===== src/rtl/keyed_list_store_with_compaction_top_macros.svh =====
// Assertion macros for the keyed list store.
// Included by the top level; depends on nothing else.
`ifndef KEYED_LIST_STORE_WITH_COMPACTION_TOP_MACROS_SVH
`define KEYED_LIST_STORE_WITH_COMPACTION_TOP_MACROS_SVH

// Same-cycle implication, disabled while reset is asserted.
`define KLSC_ASSERT_IMP(label, clk, rst_n, a, c) \
  label: assert property (@(posedge clk) disable iff (!rst_n) (a) |-> (c)) \
    else $error("klsc assertion failed");

// Next-cycle implication, disabled while reset is asserted.
`define KLSC_ASSERT_NXT(label, clk, rst_n, a, c) \
  label: assert property (@(posedge clk) disable iff (!rst_n) (a) |=> (c)) \
    else $error("klsc assertion failed");

`endif


===== src/rtl/klsc_pkg.sv =====
// Shared types and constants of the keyed list store.
// Used by the storage cell and the top level; depends on nothing.
`default_nettype none

package klsc_pkg;

  localparam int KLSC_DEPTH       = 64;
  localparam int KLSC_ENTRY_WIDTH = 32;

  // Fixed widths of the register and transaction fields.
  localparam int CAP_W    = 7;
  localparam int WORD_W   = 32;
  localparam int OCOUNT_W = 7;

  localparam logic [CAP_W-1:0]  CAP_RESET  = 7'd64;
  localparam logic [WORD_W-1:0] MASK_RESET = 32'hFFFF_FFFF;

  // Register index, taken from paddr[2].
  localparam logic REG_CAPACITY = 1'b0;
  localparam logic REG_MASK     = 1'b1;

  typedef enum logic [1:0] {
    CMD_INSERT = 2'd0,
    CMD_SEARCH = 2'd1,
    CMD_REMOVE = 2'd2
  } cmd_t;

  typedef enum logic [1:0] {
    ST_DONE = 2'd0,
    ST_FULL = 2'd1,
    ST_MISS = 2'd2
  } status_t;

  // Per-cycle controls broadcast to every cell.
  typedef struct packed {
    logic capture;  // register the masked compare of every cell
    logic insert;   // the cell at the fill position takes the key
    logic remove;   // cells at or above the first hit take their upper neighbor
  } cell_ctl_t;

endpackage

`default_nettype wire


===== src/rtl/klsc_cell.sv =====
// One storage cell of the list: an entry word, its match flag and its link
// in the first-hit chain. Depends on klsc_pkg.
`default_nettype none

module klsc_cell import klsc_pkg::*; #(
  parameter int EW    = KLSC_ENTRY_WIDTH,
  parameter int CW    = 7,
  parameter int INDEX = 0
) (
  input  wire logic            clk,
  input  wire cell_ctl_t       ctl,
  input  wire logic [CW-1:0]   count,
  input  wire logic [EW-1:0]   key,
  input  wire logic [EW-1:0]   mask,
  input  wire logic [EW-1:0]   up_data,
  input  wire logic            hit_in,
  input  wire logic [EW-1:0]   sel_in,
  output logic                 hit_out,
  output logic [EW-1:0]        sel_out,
  output logic [EW-1:0]        data_out
);

  localparam logic [CW-1:0] MY_INDEX = CW'(INDEX);

  logic [EW-1:0] data_r, data_nxt;
  logic          match_r;
  logic          valid;

  // Only positions below the fill count hold written entries.
  assign valid = MY_INDEX < count;

  // The first cell that matches drives the found word; cells above pass it on.
  assign hit_out  = hit_in | match_r;
  assign sel_out  = hit_in ? sel_in : (match_r ? data_r : '0);
  assign data_out = data_r;

  always_comb begin
    data_nxt = data_r;
    if (ctl.insert && (MY_INDEX == count)) begin
      data_nxt = key;
    end else if (ctl.remove && hit_out) begin
      data_nxt = up_data;
    end
  end

  always_ff @(posedge clk) begin
    data_r <= data_nxt;
    if (ctl.capture) begin
      match_r <= valid && (((data_r ^ key) & mask) == '0);
    end
  end

endmodule

`default_nettype wire


===== config.mk =====
export PLATFORM = sky130hd
export DESIGN_NAME = klsc_cell
export DESIGN_NICKNAME = d
export VERILOG_FILES = /design/src/rtl/keyed_list_store_with_compaction_top_macros.svh /design/src/rtl/klsc_pkg.sv /design/src/rtl/klsc_cell.sv
export SDC_FILE = /design/constraint.sdc
export NUM_CORES = 1
export LEC_CHECK = 0
export BUFFER_PORTS_ARGS = -buffer_cell sky130_fd_sc_hd__buf_2
export CAP_MARGIN = 20
export CORE_ASPECT_RATIO = 0.8
export CORE_MARGIN = 10
export CORE_UTILIZATION = 38
export DETAILED_ROUTE_END_ITERATION = 10
export PLACE_DENSITY = 0.9
export RECOVER_POWER = 100
export SLEW_MARGIN = 10
export SYNTH_ARGS = -nofsm -noshare
export SYNTH_HDL_FRONTEND = slang
export SYNTH_SLANG_ARGS = --single-unit

===== constraint.sdc =====
create_clock -name clk -period 2.5 [get_ports clk]
set_clock_uncertainty 0.2 [all_clocks]
set_input_delay 0.125 -clock clk [delete_from_list [all_inputs] [get_ports clk]]
set_output_delay 0.125 -clock clk [all_outputs]
set_load 0.01 [all_outputs]

# After elaboration in Yosys (flattened, before gate mapping)
# Cells that the tools add are included.
classes:
  n_addsub: 0
  mul: 0
  n_div: 0
  order_cmp: 1
  eq_ne: 0
  shifts: 0
  muxes: 4
  n_bitwise: 3
  n_reduce_logical: 6
ops:
  columns: ["operator", "n"]
  rows:
  - ["32-bit 2-to-1 mux", 4]
  - ["32-bit AND", 1]
  - ["32-bit logical NOT", 1]
  - ["32-bit XOR", 1]
  - ["7-bit logical NOT", 1]
  - ["1-bit by 7-bit < comparator with 1-bit output, first input constant", 1]
  - ["1-bit logical AND", 3]
  - ["2-bit nonzero test", 1]
  - ["1-bit bitwise OR", 1]
totals:
  ff_bits: 33
  latch_bits: 0
  mem_bits_rw: 0
  rom_bits: 0
  inputBits: 140
  elab_cells: 16
  mem_count: 0

# Depth between registers and ports, before layout
logic_depth:
  word_depth: 4
  mapped_depth: 5
  ltp_nobuf: 5

# Worst setup path before layout
# No wires, ideal clock.
synth_path:
  path_kind: "input to register"
  startpoint: "in count[5]"
  endpoint: "reg data_r[0] (netlist: data_out[0]), enable pin"
  setup_time_ns: 0.389
  arrival_ns: 1.512
  required_time_ns: 1.911
  setup_slack_ns: 0.398
  path_stages: 4
  path_buffers: 1
  cell_sequence: "nor3_1 -> nand3_4 -> buf_6 -> nand2_1"
synth_between:
  elab_chain_cells: 3
synth_rtl:
  columns: ["element", "line", "text"]
  rows:
  - ["from (decl)", "klsc_cell.sv:12", "input wire logic [CW-1:0] count,"]
  - ["7-bit logical NOT", "klsc_cell.sv:39", "if (ctl.insert && (MY_INDEX == count)) begin"]
  - ["1-bit logical AND", "klsc_cell.sv:39", null]
  - ["2-bit nonzero test (no line)", null, null]
  - ["to (signal assigned)", "klsc_cell.sv:47", "data_r <= data_nxt;"]
  - ["to (decl)", "klsc_cell.sv:25", "logic [EW-1:0] data_r, data_nxt;"]
# No other way between the ends.
# A chain may end at the register's enable or synchronous reset.

# Final worst setup path
layout_path:
  startpoint: "reg match_r"
  endpoint: "out sel_out[18]"
layout_between:
  elab_chain_cells: 2
layout_rtl:
  columns: ["element", "line", "text"]
  rows:
  - ["from (decl)", "klsc_cell.sv:26", "logic match_r;"]
  - ["from (signal assigned)", "klsc_cell.sv:49", "match_r <= valid && (((data_r ^ key) & mask) == '0);"]
  - ["32-bit 2-to-1 mux (2 in series)", "klsc_cell.sv:34", "assign sel_out = hit_in ? sel_in : (match_r ? data_r : '0);"]
  - ["to (decl)", "klsc_cell.sv:19", "output logic [EW-1:0] sel_out,"]
# No other way between the ends.

==> metrics.csv <==
stage;metric;value;unit
clock_tree;cts.htree.levels;2;
route;drc;0;
synthesis;synth.most_common_cell;edfxtp_1;
cells_and_area;antenna_cells_inserted;0;
route;dr.pass1.iters;4;
clock_tree;cts_resized;0;
timing;max_freq;429.1;MHz
clock_tree;numCtsBuffers;5;
global_route;grt_pass1_vias;3011;
min_path;worstHoldPathType;in2reg;
worst_setup_path;critPathKind;reg2out;
global_route;grt_usage;20.24;%
timing;fin_tns_setup;0;ns
clock_tree;clockBufferDepth;2;
synthesis;synthCells;170;
synthesis;synthTopCellsByArea;edfxtp_1 43%, mux2_4 19%, xor2_1 12%;
power;ir_worst_vdd;0.1955;mV
synthesis;ys_types;20;
run_status;status;finished clean;
clock_tree;clk_latency;0.28;ns
floorplanning;rows;25;
power;power_density;380.1;nW/um^2
route;wl_per_cell;19.96;um
timing;setup_violations;0;
floorplanning;fp.dieH;89.70;um
timing;max_slew_margin;29.14;%
route;drtAntennaViolNets;0;
synthesis;synth_commonest_cells;33 x edfxtp_1, 32 x xor2_1, 31 x a22o_1;
synthesis;synth_top_cell_by_area;edfxtp_1;
clock_tree;clkSlewWorstSetupHoldPaths;0.07;ns
timing;period_needed;2.331;ns
route;wirelength;10.46;mm
worst_setup_path;cp.required;2.17;ns
timing;fin_crit_sh;93.22;%
cells_and_area;nets;582;
global_route;grt_pass1_wl;15.28;mm
clock_tree;cts_tree;built;
floorplanning;dieArea;9608;um^2
route;initialDrtViolationCount;84;
global_route;antenna_found_initial;0;
route;vias;2675;
timing;drv_slew;0;
worst_setup_path;crit_arrival;2.01;ns
cells_and_area;fin_cells;524;
synthesis;synth_ff_type;edfxtp_1;
synthesis;ys_seq_area_share;42.95;%
synthesis;async_flop_share;0;%
placed_design;place_hpwl;7.766;mm
route;via_per_inst;5.105;
synthesis;syn_nets;310;
timing;worst_pin_slew;1.063;ns
worst_setup_path;crit_path_max_fanout;18;
synthesis;yosysWarnings;0;
cells_and_area;area_delta_synth_final;71.58;%
worst_setup_path;startpoint_type;flip-flop;
floorplanning;io_pins;205;
placed_design;numPortBuffers;204;
worst_setup_path;critPathCaptureType;output port;
synthesis;synth_edf_count;33;
timing;hold_violations;0;
placed_design;place_inst;451;
timing;rsz0062_at_grt;false;
global_route;grt_start_max_net_pins;35;
power;leakage;1.744;nW
global_route;grt.overflow.total;0;
clock_tree;cts_root_buffer;clkbuf_8;
clock_tree;clock-sinks;33;
floorplanning;die_w;107.1;um
cells_and_area;nFillCells;527;
cells_and_area;drive_above_1_share;36.57;%
floorplanning;coreArea;5912;um^2
synthesis;synth_top_cell_area_share;42.95;%
floorplanning;start_util;39.03;%
synthesis;postSynthAreaPerCell;13.57;um^2
placed_design;gp_congestion;0.9115;
synthesis;ys_ff_latch;33;
job;cap_violations;0;
synthesis;netlist_area;2307;um^2
-- timing repair --
action / CTS / global route
endpoints found under the hold margin: 33 / 0
hold buffers: 65 / 0
setup buffers: 0 / 0
-- layer usage --
layer	wire length (um)	vias up	global-route usage, %
met3	1058	27	7.846
met5	0	-	0
met2	5370	159	38.32
met1	3742	1267	19.61
met4	285	0	7.853
li1	-	1222	-
-- through the flow --
| step | hold slack (ns) | area (um^2) | util, % | power [mW] | setup WS, ns |
|---|---|---|---|---|---|
| global route | 0.06557 | 3959 | 66.96 | 1.587 | 0.02469 |
| floorplan | 0.03750 | 2307 | - | 0.8627 | 0.3983 |
| global placement | 0.1248 | 3417 | 57.80 | 1.076 | 0.6121 |
| detailed placement | 0.1257 | 3417 | 57.80 | 1.089 | 0.5574 |
| CTS | 0.05307 | 4148 | 70.16 | 1.552 | 0.2475 |
| finish | 0.05993 | 3959 | 66.96 | 1.505 | 0.1694 |
-- cells in the final DEF, fill, tap and decap left out --
| cell | n |
|---|---|
| nor3_1 | 1 |
| clkbuf_4 | 1 |
| nand4_1 | 3 |
| nor2b_2 | 1 |
| buf_2 | 141 |
| nand3_1 | 1 |
| buf_4 | 2 |
| mux2_4 | 1 |
| clkbuf_2 | 5 |
| o21ai_0 | 1 |
| edfxtp_1 | 33 |
| a222oi_1 | 1 |
| mux2_2 | 3 |
| a22oi_1 | 15 |
| or2_2 | 1 |
| xor2_1 | 32 |
| nand2_1 | 4 |
| nor4_4 | 1 |
| mux2_1 | 28 |
| dlygate4sd3_1 | 65 |
| clkbuf_8 | 5 |
| clkbuf_1 | 64 |
| nor4_1 | 1 |
| nand3_4 | 1 |
| and2_0 | 1 |
| a22o_1 | 31 |
-- final timing paths --
check | from | end | slack, ns | depth (start not counted)
max | match_r$_DFFE_PP_ | sel_out[18] | 0.17 | 4
min | mask[5] | match_r$_DFFE_PP_ | 0.06 | 3
max reg2reg | match_r$_DFFE_PP_ | data_out[17]$_DFFE_PP_ | 0.51 | 4
min reg2reg | data_out[5]$_DFFE_PP_ | match_r$_DFFE_PP_ | 0.74 | 3
-- registers in the layout, indices dropped and copies added, names as in the netlist --
register  count
data_out     32
match_r       1
-- power breakdown --
part | internal [mW] | switching (mW)
clock network | 0.198 | 0.180
logic | 0.250 | 0.201
registers | 0.646 | 0.0292
-- cells by family (layout without fill, tap and decap cells) --
family                 after synthesis  after routing  share of synthesized area (%)
AO/OA/AOI/OAI                       48             48                          17.30
buffers and inverters               10            283                          2.603
flip-flops                          33             33                          42.95
AND/OR/NAND/NOR                     15             15                          4.664
XOR/XNOR                            32             32                          12.15
multiplexers                        32             32                          20.34
-- layout make-up --
type / instances / area, um^2 / share of cell area, %
multi-input combinational: 127 / 1154 / 29.14
tap: 81 / 101.3 / 2.560
clock buffer: 8 / 80.08 / 2.023
sequential: 33 / 991.0 / 25.03
timing repair buffer: 275 / 1633 / 41.25
-- critical path, stage by stage, from the launching register on --
cell	delay, ns
edfxtp_1	0.36
nor2b_2	0.63
buf_4	0.39
a22o_1	0.17
clkbuf_1	0.17
No activity file was read; power rests on OpenSTA's default activity.
